==> src/hw/rtl/nssr_pkg.sv <==
package nssr_pkg;

  localparam int TABLE_DEPTH = 64;
  localparam int IDX_W       = 6;
  localparam int CNT_W       = 7;
  localparam int THR_W       = 16;
  localparam int COORD_W     = 16;
  localparam int SIZE_W      = 15;
  localparam int CTR_W       = COORD_W + 1;
  localparam int MAG_W       = 17;
  localparam int SQ_W        = 2 * MAG_W;
  localparam int SUM_W       = SQ_W + 1;
  localparam int ROOT_W      = 18;
  localparam int SQRT_STEPS  = 18;
  localparam int SQRT_W      = 2 * SQRT_STEPS;
  localparam int FLIGHT_W    = 6;

  localparam logic CFG_REGION_COUNT = 1'b0;
  localparam logic CFG_SNAP_LIMIT   = 1'b1;

  typedef enum logic {
    OP_LOAD  = 1'b0,
    OP_QUERY = 1'b1
  } op_t;

  typedef struct packed {
    op_t                        op;
    logic [IDX_W-1:0]           entry_index;
    logic signed [COORD_W-1:0]  x;
    logic signed [COORD_W-1:0]  y;
    logic [SIZE_W-1:0]          w;
    logic [SIZE_W-1:0]          h;
    logic                       eligible;
  } item_t;

  typedef struct packed {
    logic signed [COORD_W-1:0]  x;
    logic signed [COORD_W-1:0]  y;
    logic [SIZE_W-1:0]          w;
    logic [SIZE_W-1:0]          h;
    logic                       eligible;
  } entry_t;

  typedef struct packed {
    logic             found;
    logic [IDX_W-1:0] best_index;
  } result_t;

  typedef struct packed {
    logic             valid;
    logic             elig;
    logic [IDX_W-1:0] idx;
  } tag_t;

  typedef enum logic [1:0] {
    ST_IDLE,
    ST_SCAN,
    ST_DRAIN,
    ST_DONE
  } scan_state_t;

  // centre along one axis: edge plus half the extent
  function automatic logic signed [CTR_W-1:0] centre(
    input logic signed [COORD_W-1:0] p,
    input logic [SIZE_W-1:0]         s
  );
    logic signed [CTR_W-1:0] half;
    half = $signed({3'b000, s[SIZE_W-1:1]});
    return $signed({p[COORD_W-1], p}) + half;
  endfunction

  function automatic logic [MAG_W-1:0] abs_diff(
    input logic signed [CTR_W-1:0] a,
    input logic signed [CTR_W-1:0] b
  );
    logic signed [CTR_W:0] d;
    logic signed [CTR_W:0] m;
    d = $signed({a[CTR_W-1], a}) - $signed({b[CTR_W-1], b});
    m = d[CTR_W] ? -d : d;
    return m[MAG_W-1:0];
  endfunction

endpackage

==> src/hw/rtl/nssr_front.sv <==
module nssr_front
  import nssr_pkg::*;
(
  input  logic                      clk,
  input  logic                      rst_n,
  input  logic                      in_push,
  input  logic                      in_kind,
  input  logic [IDX_W-1:0]          in_entry_index,
  input  logic signed [COORD_W-1:0] in_rect_x,
  input  logic signed [COORD_W-1:0] in_rect_y,
  input  logic [SIZE_W-1:0]         in_rect_w,
  input  logic [SIZE_W-1:0]         in_rect_h,
  input  logic                      in_eligible,
  output logic                      in_full,
  output logic                      q_valid,
  output item_t                     q_item,
  input  logic                      q_pop
);

  item_t      fifo_r [2];
  logic       wr_ptr_r, wr_ptr_nxt;
  logic       rd_ptr_r, rd_ptr_nxt;
  logic [1:0] count_r, count_nxt;
  logic       do_push;
  logic       do_pop;
  item_t      new_item;

  always_comb begin
    new_item.op          = op_t'(in_kind);
    new_item.entry_index = in_entry_index;
    new_item.x           = in_rect_x;
    new_item.y           = in_rect_y;
    new_item.w           = in_rect_w;
    new_item.h           = in_rect_h;
    new_item.eligible    = in_eligible;
  end

  assign in_full = (count_r == 2'd2);
  assign q_valid = (count_r != 2'd0);
  assign q_item  = fifo_r[rd_ptr_r];
  assign do_push = in_push && !in_full;
  assign do_pop  = q_pop && q_valid;

  always_comb begin
    wr_ptr_nxt = do_push ? ~wr_ptr_r : wr_ptr_r;
    rd_ptr_nxt = do_pop ? ~rd_ptr_r : rd_ptr_r;
    count_nxt  = count_r + {1'b0, do_push} - {1'b0, do_pop};
  end

  always_ff @(posedge clk) begin
    if (!rst_n) begin
      wr_ptr_r <= 1'b0;
      rd_ptr_r <= 1'b0;
      count_r  <= 2'd0;
    end else begin
      wr_ptr_r <= wr_ptr_nxt;
      rd_ptr_r <= rd_ptr_nxt;
      count_r  <= count_nxt;
    end
  end

  always_ff @(posedge clk) begin
    if (do_push) begin
      fifo_r[wr_ptr_r] <= new_item;
    end
  end

endmodule

==> config.mk <==
export PLATFORM = sky130hd
export DESIGN_NAME = nssr_front
export DESIGN_NICKNAME = d
export VERILOG_FILES = /design/src/hw/rtl/nssr_pkg.sv /design/src/hw/rtl/nssr_front.sv
export SDC_FILE = /design/constraint.sdc
export NUM_CORES = 1
export LEC_CHECK = 0
export BUFFER_PORTS_ARGS = -buffer_cell sky130_fd_sc_hd__buf_2
export CAP_MARGIN = 20
export CORE_MARGIN = 4
export CORE_UTILIZATION = 56
export CTS_CLUSTER_SIZE = 20
export DETAILED_ROUTE_END_ITERATION = 10
export HOLD_SLACK_MARGIN = 0.1
export PLACE_DENSITY = 0.84
export SLEW_MARGIN = 20
export SYNTH_ARGS = -nofsm -noshare
export SYNTH_HDL_FRONTEND = slang
export SYNTH_SLANG_ARGS = --single-unit
==> constraint.sdc <==
create_clock -name clk -period 13.2 [get_ports clk]
set_clock_uncertainty 0.15 [all_clocks]
set_input_delay 0 -clock clk [delete_from_list [all_inputs] [get_ports clk]]
set_output_delay 0 -clock clk [all_outputs]
set_load 0.01 [all_outputs]
==> results of run 1 <==
[metrics by stage]
step	instance area [um2]	instances	worst slack, ns
floorplan	5640	244	9.05
global placement	6410	516	10.94
detailed placement	6410	516	10.88
[logic make-up after synthesis]
family	synth area share
compound gates	0.00133
xor+xnor	0.00466
fa+ha+maj	0.00444
buf+inv	0.0288
flops	0.763
mux	0.188
simple gates	0.00954
==> run summary, run 1 <==
Outcome: did not finish
Failing step: clock tree synthesis (4_1_cts)
Run Error: [ERROR RSZ-0060] Max buffer count reached.
Die height: 108 um
Ys async rst share: 0
# resized after CTS: 0
#FFs+latches synth: 145
Synth cell types: 17
# H-tree levels: 4
Post-CTS Hold Buffers: 110
Sink Count: 145
Postcts setup bufs: 0
Primary FF master, synth: edfxtp_1
Cell taking the most area after synthesis: edfxtp_1
Yosys Warn Count: 0
Post-detail-place hpwl: 6.14 mm
EDFF count, synth: 140
Share of the yosys chip area belonging to registers: 0.763
Clk buf depth: 2
Routability-driven placement congestion ratio: 0.729
Row count: 36
Top-count cell post-synth: edfxtp_1
Initial Utilization: 0.577
Avg Inst Size Synth: 23.1 um2
Syn_nets: 320
TritonCTS Buffers: 17
Number of port buffers: 145
Mapped Cells: 244
Commonest cells in the synthesized netlist: edfxtp_1 (140), mux2_4 (70), buf_12 (7)
Post-synth top area share: 0.745
Mapped Area: 5640 um2
CTS root buf: clkbuf_8
Area contributors post-synth: edfxtp_1 (75%), mux2_4 (19%), buf_12 (2.5%), dfxtp_1 (1.8%), ha_1 (0.44%)
Die Width: 108 um
I/O pin cnt: 146
==> inputs of run 2 (changes only) <==
--- a/config.mk
+++ b/config.mk
@@ -8,11 +8,9 @@
 export BUFFER_PORTS_ARGS = -buffer_cell sky130_fd_sc_hd__buf_2
 export CAP_MARGIN = 20
 export CORE_MARGIN = 4
-export CORE_UTILIZATION = 56
-export CTS_CLUSTER_SIZE = 20
+export CORE_UTILIZATION = 40
 export DETAILED_ROUTE_END_ITERATION = 10
-export HOLD_SLACK_MARGIN = 0.1
-export PLACE_DENSITY = 0.84
+export PLACE_DENSITY_LB_ADDON = 0.15
 export SLEW_MARGIN = 20
 export SYNTH_ARGS = -nofsm -noshare
 export SYNTH_HDL_FRONTEND = slang
==> run summary, run 2 <==
Worst setup margin: 10.63 ns
P&R area growth vs syn: 37.9%
Peak VDD IR: 0.0935 mV
Worst-path clk slew: 0.06 ns
GRT Util Overall: 0.131
Area contributors post-synth: edfxtp_1 (75%), mux2_4 (19%), buf_12 (2.5%), dfxtp_1 (1.8%), ha_1 (0.44%)
Hold crit path type: in2reg
Endpoint class of the critical path: flop
First-pass GRT wire length: 16.0 mm
Share of layout cells above drive strength 1: 0.510
Routability-driven placement congestion ratio: 0.731 (+0.25%)
Primary FF master, synth: edfxtp_1
Initial Utilization: 0.408 (-0.169)
DRT iter0 DRCs: 177
Peak fanout along the critical path: 41
Clk_lat worst skew: 0.40 ns
Avg Inst Size Synth: 23.1 um2 (unchanged)
Top-count cell post-synth: edfxtp_1
Fin area: 7780 um2
Mapped Cells: 244 (unchanged)
Placed Cells: 563 (+9.1%)
CTS root buf: clkbuf_16
CTS tree: built
Remaining global-route overflow: 0
Max Cap Viol: 0
CORE AREA: 13800 um2
Largest register FFs: 140
Vias in the first global route: 3187
Syn_nets: 320 (unchanged)
Unrepaired setup endpoints after global routing: no
Commonest cells in the synthesized netlist: edfxtp_1 (140), mux2_4 (70), buf_12 (7)
Tmin final: 2.57 ns
Synth cell types: 17 (unchanged)
Commonest non-fill, non-tap cell in the layout: buf_2
Setup violators final: 0
Met2 Usage GRT: 0.219
Clk buf depth: 2 (unchanged)
Antenna Cells: 0
Final worst path period share: 0.194
EDFF count, synth: 140 (unchanged)
Largest net degree at the start of global routing: 71
Layout Nets: 551
Tightest Pin Transition: 1.01 ns
Power per Cell Area: 182 nW/um2
TritonCTS Buffers: 17 (unchanged)
Largest Register: fifo_r
Pre-CTS setup slack: 10.57 ns (-0.309 ns)
Relative slew slack: 0.326
Routed vias/inst: 4.42
Drt pass-1 iters: 4
Total Power: 1.41 mW
Sink Count: 145 (unchanged)
Most frequent cells in the layout: buf_2 (145), edfxtp_1 (140), dlygate4sd3_1 (73)
Layout Utilization: 0.562
Die Width: 127 um (+17%)
Fill count: 1089
Cell taking the most area after synthesis: edfxtp_1
Most crowded layer after global routing: met2
Mapped Area: 5640 um2 (unchanged)
Final std cells w/o fill: 668
Worst Path Arrival: 2.46 ns
#FFs+latches synth: 145 (unchanged)
R2R setup slack: 10.63 ns
Routed WL per cell: 15.1 um
Die Area: 16100 um2
Met3 Use GR: 0.0505
Vias: 2953
CP startpoint kind: flop
Regs by FF count: fifo_r (140), count_r (2)
Post-synth top area share: 0.745 (unchanged)
Initial antenna violation count: 0
Met1 usage: 0.151
CP required: 13.09 ns
Max Slew Vio Count: 0
DRC Markers: 0
Yosys Warn Count: 0 (unchanged)
Hold Crit Start: in_rect_x[13]
CP startpoint: count_r[0]$_SDFF_PN0_
Leak: 3.10 nW
Reg2reg start: count_r[0]$_SDFF_PN0_
I/O pin cnt: 146 (unchanged)
Final hold vios: 0
# resized after CTS: 0 (unchanged)
Postcts setup bufs: 0 (unchanged)
Ys async rst share: 0 (unchanged)
Setup tns final: 0 ns
# H-tree levels: 4 (unchanged)
Die height: 127 um (+17%)
Worst r2r path cells: 4
Placement Cell Area: 6470 um2 (+0.92%)
Number of port buffers: 145 (unchanged)
Worst Hold Depth: 2
Detail Route Antenna Nets: 0
Worst Setup Path Type: reg2reg
FMAX: 390 MHz
Outcome: finished clean
Routed WL: 10.1 mm
WHS: 0.164 ns
Share of the yosys chip area belonging to registers: 0.763 (unchanged)
Row count: 43 (+19%)
[run 2: report_power, final]
part           total [mW]  internal (mW)  switching, mW
registers           0.611          0.580         0.0310
logic               0.341          0.186          0.155
clock network       0.463          0.293          0.170
total                1.41           1.06          0.356
[run 2: final cells by class]
class | instances | area, um2 | share of cell area
Clock buffer | 18 | 429 | 0.0552
Clock inverter | 14 | 146 | 0.0188
Inverter | 3 | 11.3 | 0.00145
Multi-Input combinational cell | 88 | 1190 | 0.153
Sequential cell | 145 | 4310 | 0.554
Tap cell | 180 | 225 | 0.0290
Timing Repair Buffer | 220 | 1470 | 0.189
[run 2: final timing paths]
path                                   to
setup / recovery  fifo_r[0][69]$_DFFE_PP_
hold reg to reg     rd_ptr_r$_SDFFE_PN0P_
setup reg to reg  fifo_r[0][69]$_DFFE_PP_
hold / removal    fifo_r[1][60]$_DFFE_PP_
[run 2: cells by family after synthesis]
kind of cell | Yosys count | synth area share
AO/OA/AOI/OAI | 1 | 0.00133
flip-flops | 145 | 0.763
buffers and inverters | 11 | 0.0288
AND/OR/NAND/NOR | 11 | 0.00954
multiplexers | 71 | 0.188
XOR/XNOR | 3 | 0.00466
adder cells (fa/ha/maj) | 2 | 0.00444
[run 2: timing repair]
item / CTS / global route
hold endpoints to repair: 145 / 0
hold buffers: 73 / 0
endpoints found under the setup margin: 0 / 0
[run 2: per-layer routing]
layer | vias to the layer above | routed length, um
met5 | - | 0
met4 | 0 | 160
met3 | 13 | 758
met2 | 105 | 5020
met1 | 1415 | 4180
li1 | 1420 | -
[run 2: worst max-delay path, cell delays in order (launching register included)]
cell      delay, ns
dfxtp_1        0.36
nand2b_1       0.17
nand2_1        0.15
nor2_4         0.72
buf_4          0.61
Note: power is estimated with default switching activity, not from simulation.
==> inputs of run 3 (changes only) <==
--- a/config.mk
+++ b/config.mk
@@ -5,6 +5,7 @@
 export SDC_FILE = /design/constraint.sdc
 export NUM_CORES = 1
 export LEC_CHECK = 0
+export ABC_AREA = 1
 export BUFFER_PORTS_ARGS = -buffer_cell sky130_fd_sc_hd__buf_2
 export CAP_MARGIN = 20
 export CORE_MARGIN = 4
==> constraint.sdc (replaced) <==
create_clock -name clk -period 2.5 [get_ports clk]
set_clock_uncertainty 0.15 [all_clocks]
set_input_delay 0 -clock clk [delete_from_list [all_inputs] [get_ports clk]]
set_output_delay 0 -clock clk [all_outputs]
set_load 0.01 [all_outputs]
==> run summary, run 3 <==
DRT iter0 DRCs: 202 (+14%)
Mapped Cells: 255 (+4.5%)
Largest register FFs: 140 (unchanged)
Compound-Gate Fraction of Synth Area: 0.00177 (+0.000441)
Hold crit path type: in2reg
#FFs+latches synth: 145 (unchanged)
Largest Register: fifo_r
Power Internal: 5.39 mW (+410%)
Commonest cells in the synthesized netlist: edfxtp_1 (140), mux2_4 (70), nand2_1 (9)
Tightest Pin Transition: 0.547 ns (-0.464 ns)
Final hold vios: 0 (unchanged)
Routed WL per cell: 15.0 um (-0.75%)
Routed WL: 10.2 mm (+1.0%)
Unrepaired setup endpoints after global routing: no
Antenna Cells: 0 (unchanged)
GRT Util Overall: 0.131 (+0.000679)
Post-detail-place hpwl: 6.43 mm
First-pass GRT wire length: 16.0 mm (about the same)
Final worst path period share: 0.780
Mapped Area: 5650 um2 (+0.18%)
CP required: 2.35 ns (-10.74 ns)
Power per Cell Area: 932 nW/um2 (+410%)
Worst Setup Path Type: reg2out
Yosys Warn Count: 0 (unchanged)
Routability-driven placement congestion ratio: 0.695 (-4.9%)
Switch share: 0.256 (+0.00418)
Ys async rst share: 0 (unchanged)
CTS tree: built
Register area: 4310 um2 (unchanged)
Critical path's top delay family: flip-flops
Synth cell types: 11 (-6)
Fill count: 1143 (+5.0%)
Total Power: 7.25 mW (+410%)
Max Slew Vio Count: 0 (unchanged)
Top-count cell post-synth: edfxtp_1
Placement Cell Area: 6540 um2 (+0.99%)
Avg Inst Size Synth: 22.2 um2 (-4.1%)
Syn_nets: 331 (+3.4%)
Fin area: 7770 um2 (about the same)
I/O pin cnt: 146 (unchanged)
Layout Utilization: 0.560 (-0.00245)
# H-tree levels: 4 (unchanged)
Peak VDD IR: 0.453 mV (+380%)
Sink Count: 145 (unchanged)
Share of layout cells above drive strength 1: 0.494 (-0.0162)
Post-Synth Simple-Gate Area: 0.0140 (+0.00441)
Post-synthesis adder-cell area fraction: 0.00443 (-0.00000786)
CORE AREA: 13900 um2 (+0.39%)
Seq pwr share: 0.445 (+0.013)
Regs by FF count: fifo_r (140), count_r (2)
# resized after CTS: 0 (unchanged)
Worst Path Arrival: 1.80 ns (-0.66 ns)
Post-synth top area share: 0.744 (-0.00132)
Vias: 2977 (+0.81%)
Area contributors post-synth: edfxtp_1 (74%), mux2_4 (19%), buf_12 (2.5%), dfxtp_1 (1.8%), nand2_1 (0.60%)
TritonCTS Buffers: 17 (unchanged)
Setup violators final: 0 (unchanged)
Row count: 43 (unchanged)
CP bufs+invs: 2 (+1)
Layout Nets: 566 (+2.7%)
Number of port buffers: 145 (unchanged)
Largest net degree at the start of global routing: 41 (-42%)
Combinational share of power: 0.253 (+0.012)
Leak: 3.11 nW (+0.21%)
Worst-path clk slew: 0.06 ns (about the same)
Critical path's largest stage delay: 0.61 ns (-0.11 ns)
P_sw: 1.86 mW (+420%)
Tmin final: 1.95 ns
Detail Route Antenna Nets: 0 (unchanged)
Die Width: 127 um (about the same)
Clock power share: 0.303 (-0.024)
Share of the yosys chip area belonging to registers: 0.762 (-0.00135)
Routed vias/inst: 4.38 (-0.97%)
Clk_lat worst skew: 0.40 ns (about the same)
Post-synthesis mux area share: 0.186 (-0.00210)
Primary FF master, synth: edfxtp_1
Outcome: finished clean
Crit path cell chain: buf_12 > mux2_4 > buf_2
Largest family of logic cells by synthesized area: multiplexers
Postcts setup bufs: 0 (unchanged)
Slowest CP cell: dfxtp_4
P&R area growth vs syn: 37.6%
Relative slew slack: 0.636 (+0.309)
Peak fanout along the critical path: 25 (-39%)
XOR/XNOR Fraction of Synth Area: 0 (-0.00466)
DRC Markers: 0 (unchanged)
Most frequent cells in the layout: buf_2 (145), edfxtp_1 (140), dlygate4sd3_1 (73)
EDFF count, synth: 140 (unchanged)
Initial Utilization: 0.407 (-0.000860)
Drt pass-1 iters: 4 (unchanged)
CTS root buf: clkbuf_16
Endpoint class of the critical path: output pin
Cell taking the most area after synthesis: edfxtp_1
Remaining global-route overflow: 0 (unchanged)
CP startpoint kind: flop
Initial antenna violation count: 0 (unchanged)
FMAX: 513 MHz
Max Cap Viol: 0 (unchanged)
Die height: 127 um (about the same)
Clk buf depth: 2 (unchanged)
Setup tns final: 0 ns (unchanged)
Vias in the first global route: 3147 (-1.3%)
Commonest non-fill, non-tap cell in the layout: buf_2
Area occupied by multi-input gates: 1170 um2 (-1.2%)
Die Area: 16100 um2 (+0.17%)
[run 3: cell count changes in the layout (fill, tap and decap cells not counted), moves of 3 or more]
cell and delta:
clkinv_2 -3, inv_1 +4, nand3_1 +3, clkbuf_1 +3, nor2_1 +4, nand2_1 +7
[run 3: per-stage QoR]
step / setup slack, ns / hold WS [ns] / instances
final: 0.550 / 0.161 / 680
after global routing: 0.462 / 0.156 / 680
after detailed placement: 0.706 / 0.0411 / 578
after CTS: 0.494 / 0.141 / 680
after global placement: 0.752 / 0.0378 / 578
after floorplan: 0.310 / -0.0565 / 255
[run 3: area by class of cell]
cell class / count / share of cell area
sequential: 145 / 0.554
multi-input combinational: 94 / 0.151
clock buffer: 21 / 0.0567
tap: 180 / 0.0290
clock inverter: 8 / 0.00869
timing repair buffer: 224 / 0.196
inverter: 8 / 0.00435
[run 3: worst register-to-register path, stage by stage (launching register included)]
cell	delay, ns
dfxtp_1	0.35
inv_1	0.06
nand2_1	0.12
nand3_1	0.15
clkinvlp_4	0.11
buf_4	0.44
[run 3: cells by family (layout without fill, tap and decap cells)]
kind of cell    count (synthesis)  after routing
simple gates                   20             20
buf+inv                        16            261
fa+ha+maj                       2              2
mux                            70             70
flops                         145            145
compound gates                  2              2
[run 3: what timing repair did]
item | 4_1_cts | 5_1_grt
endpoints found under the setup margin | 0 | 0
hold buffers | 73 | 0
hold endpoints to repair | 145 | 0
[run 3: routing by layer]
layer | track usage | routed length (um)
met5 | 0 | 0
met4 | 0.0568 | 175
met3 | 0.0463 | 648
met2 | 0.224 | 5250
met1 | 0.150 | 4150
[run 3: power by group through the flow]
stage | combinational (mW) | sequential (mW) | clock [mW]
after floorplan | 1.34 | 3.20 | 0
after global placement | 1.78 | 3.26 | 0
after detailed placement | 1.78 | 3.28 | 0
after CTS | 1.88 | 3.23 | 2.26
after global routing | 1.98 | 3.26 | 2.37
final | 1.83 | 3.22 | 2.19
[run 3: final timing paths]
path | from | to | slack, ns | cells after the start
worst min-delay path | in_rect_h[1] | fifo_r[0][2]$_DFFE_PP_ | 0.16 | 2
worst max-delay path | flop | q_item[52] | 0.55 | 3
worst max register to register | count_r[0]$_SDFF_PN0_ | fifo_r[1][37]$_DFFE_PP_ | 0.74 | 5
worst min register to register | rd_ptr_r$_SDFFE_PN0P_ | flop | 0.36 | 2
==> inputs of run 4 (changes only) <==
==> constraint.sdc (replaced) <==
create_clock -name clk -period 1.8 [get_ports clk]
set_clock_uncertainty 0.15 [all_clocks]
set_input_delay 0 -clock clk [delete_from_list [all_inputs] [get_ports clk]]
set_output_delay 0 -clock clk [all_outputs]
set_load 0.01 [all_outputs]
==> run summary, run 4 (synthesis results as in run 3) <==
Slowest CP cell: dfxtp_4
Power per Cell Area: 1300 nW/um2 (+39%)
CP bufs+invs: 2 (unchanged)
Vias: 3042 (+2.2%)
Final worst path period share: 0.953
WHS: 0.163 ns (+0.00224 ns)
Tmin final: 1.72 ns
Most frequent cells in the layout: buf_2 (145), edfxtp_1 (140), dlygate4sd3_1 (73)
Routed vias/inst: 4.43 (+1.3%)
Worst-path clk slew: 0.05 ns (about the same)
Largest Register: fifo_r
Pre-CTS setup slack: 0.170 ns (-0.536 ns)
DRT iter0 DRCs: 135 (-33%)
Hold crit path type: in2reg
Clock power share: 0.298 (-0.005)
Routed WL per cell: 14.8 um (-1.8%)
Worst Setup Path Type: reg2out
CORE AREA: 13900 um2 (unchanged)
P&R area growth vs syn: 39.7%
CTS root buf: clkbuf_16
Unrepaired setup endpoints after global routing: no
CTS tree: built
Peak fanout along the critical path: 9 (-64%)
Drt pass-1 iters: 5 (+1)
Row count: 43 (unchanged)
Layout Nets: 571 (+0.88%)
Peak VDD IR: 0.563 mV (+24%)
TritonCTS Buffers: 17 (unchanged)
Combinational share of power: 0.268 (+0.015)
Leak: 3.16 nW (+1.6%)
Worst Path Arrival: 1.57 ns (-0.23 ns)
Outcome: finished clean
Fin area: 7900 um2 (+1.6%)
I/O pin cnt: 146 (unchanged)
Routed WL: 10.1 mm (-0.90%)
Post-detail-place hpwl: 6.52 mm (+1.5%)
# resized after CTS: 0 (unchanged)
Routability-driven placement congestion ratio: 0.681 (-2.0%)
Endpoint class of the critical path: output pin
Placement Cell Area: 6630 um2 (+1.5%)
Number of port buffers: 145 (unchanged)
FMAX: 583 MHz
Crit path cell chain: buf_4 > mux2_4 > buf_2
Final std cells w/o fill: 686 (+0.88%)
Tightest Pin Transition: 0.261 ns (-0.285 ns)
CP startpoint kind: flop
Remaining global-route overflow: 0 (unchanged)
First-pass GRT wire length: 16.3 mm (+1.9%)
Switch share: 0.255 (-0.000934)
Power Internal: 7.62 mW (+41%)
P_sw: 2.61 mW (+41%)
Largest register FFs: 140 (unchanged)
Share of layout cells above drive strength 1: 0.510 (+0.0159)
Layout Utilization: 0.569 (+0.00874)
Die Area: 16100 um2 (unchanged)
Seq pwr share: 0.434 (-0.011)
Regs by FF count: fifo_r (140), count_r (2)
Fill count: 1094 (-4.3%)
Clk_lat worst skew: 0.41 ns (about the same)
Vias in the first global route: 3352 (+6.5%)
Max Slew Vio Count: 0 (unchanged)
Relative slew slack: 0.826 (+0.190)
Setup violators final: 0 (unchanged)
Initial Utilization: 0.407 (unchanged)
GRT Util Overall: 0.134 (+0.00263)
Commonest non-fill, non-tap cell in the layout: buf_2
Detail Route Antenna Nets: 0 (unchanged)
Placed Cells: 580 (+0.35%)
Total Power: 10.2 mW (+41%)
Final hold vios: 0 (unchanged)
Setup tns final: 0 ns (unchanged)
Die height: 127 um (unchanged)
Worst setup margin: 0.0837 ns (-0.466 ns)
CP required: 1.65 ns (-0.70 ns)
Die Width: 127 um (unchanged)
Largest net degree at the start of global routing: 45 (+9.8%)
DRC Markers: 0 (unchanged)
# H-tree levels: 4 (unchanged)
Antenna Cells: 0 (unchanged)
Critical path's largest stage delay: 0.44 ns (-0.17 ns)
Critical path's top delay family: flip-flops
Max Cap Viol: 0 (unchanged)
Clk buf depth: 2 (unchanged)
Sink Count: 145 (unchanged)
Initial antenna violation count: 0 (unchanged)
[run 4: changes by cell type in the layout (fill, tap and decap cells not counted), sizes merged]
| cell | previous run | this run |
|---|---|---|
| clkinv | 5 | 4 |
| clkbuf | 21 | 23 |
| buf | 151 | 156 |
[run 4: final timing paths]
check                       endpoint  cells past startpoint             startpoint  slack, ns
max                        q_item[8]                      3                   flop       0.08
max reg2reg    count_r[1]$_SDFF_PN0_                     10  count_r[0]$_SDFF_PN0_       0.17
min          fifo_r[0][29]$_DFFE_PP_                      2          in_rect_w[13]       0.16
min reg2reg                     flop                      2  rd_ptr_r$_SDFFE_PN0P_       0.36
[run 4: power by group through the flow]
stage | sequential, mW | combinational (mW) | clock, mW
after global placement | 4.51 | 2.60 | 0
after floorplan | 4.46 | 1.88 | 0
after detailed placement | 4.54 | 2.62 | 0
after global routing | 4.48 | 2.96 | 3.31
after CTS | 4.45 | 2.81 | 3.14
final | 4.44 | 2.74 | 3.05
[run 4: metal layers]
metal / global-route usage / vias to the layer above / part of all wire
met3: 0.0434 / 19 / 0.057
li1: - / 1471 / -
met4: 0.0688 / 0 / 0.020
met5: 0 / - / 0
met1: 0.147 / 1458 / 0.40
met2: 0.232 / 94 / 0.52
[run 4: area by class of cell]
cell class,instances,area [um2],share of cell area
clock buffers,23,448,0.0567
repair buffers,229,1630,0.206
clock inverters,7,63.8,0.00808
multi-input cells,94,1190,0.150
inverters,8,33.8,0.00428
flip-flops and latches,145,4310,0.546
well taps,180,225,0.0285
[run 4: worst reg2reg max path: stages, from the launching register on]
cell and delay (ns):
dfxtp_2 0.34, inv_2 0.05, nand2_4 0.07, nand2_2 0.08, ha_1 0.29, inv_1 0.04
ha_1 0.19, inv_1 0.06, nand2_1 0.07, a21oi_1 0.12, nor2_1 0.06
[run 4: what timing repair did]
item                                    in CTS  in global routing
endpoints found under the hold margin      145                  0
hold buffers                                73                  0
setup buffers                                3                  0
endpoints found under the setup margin      60                  0
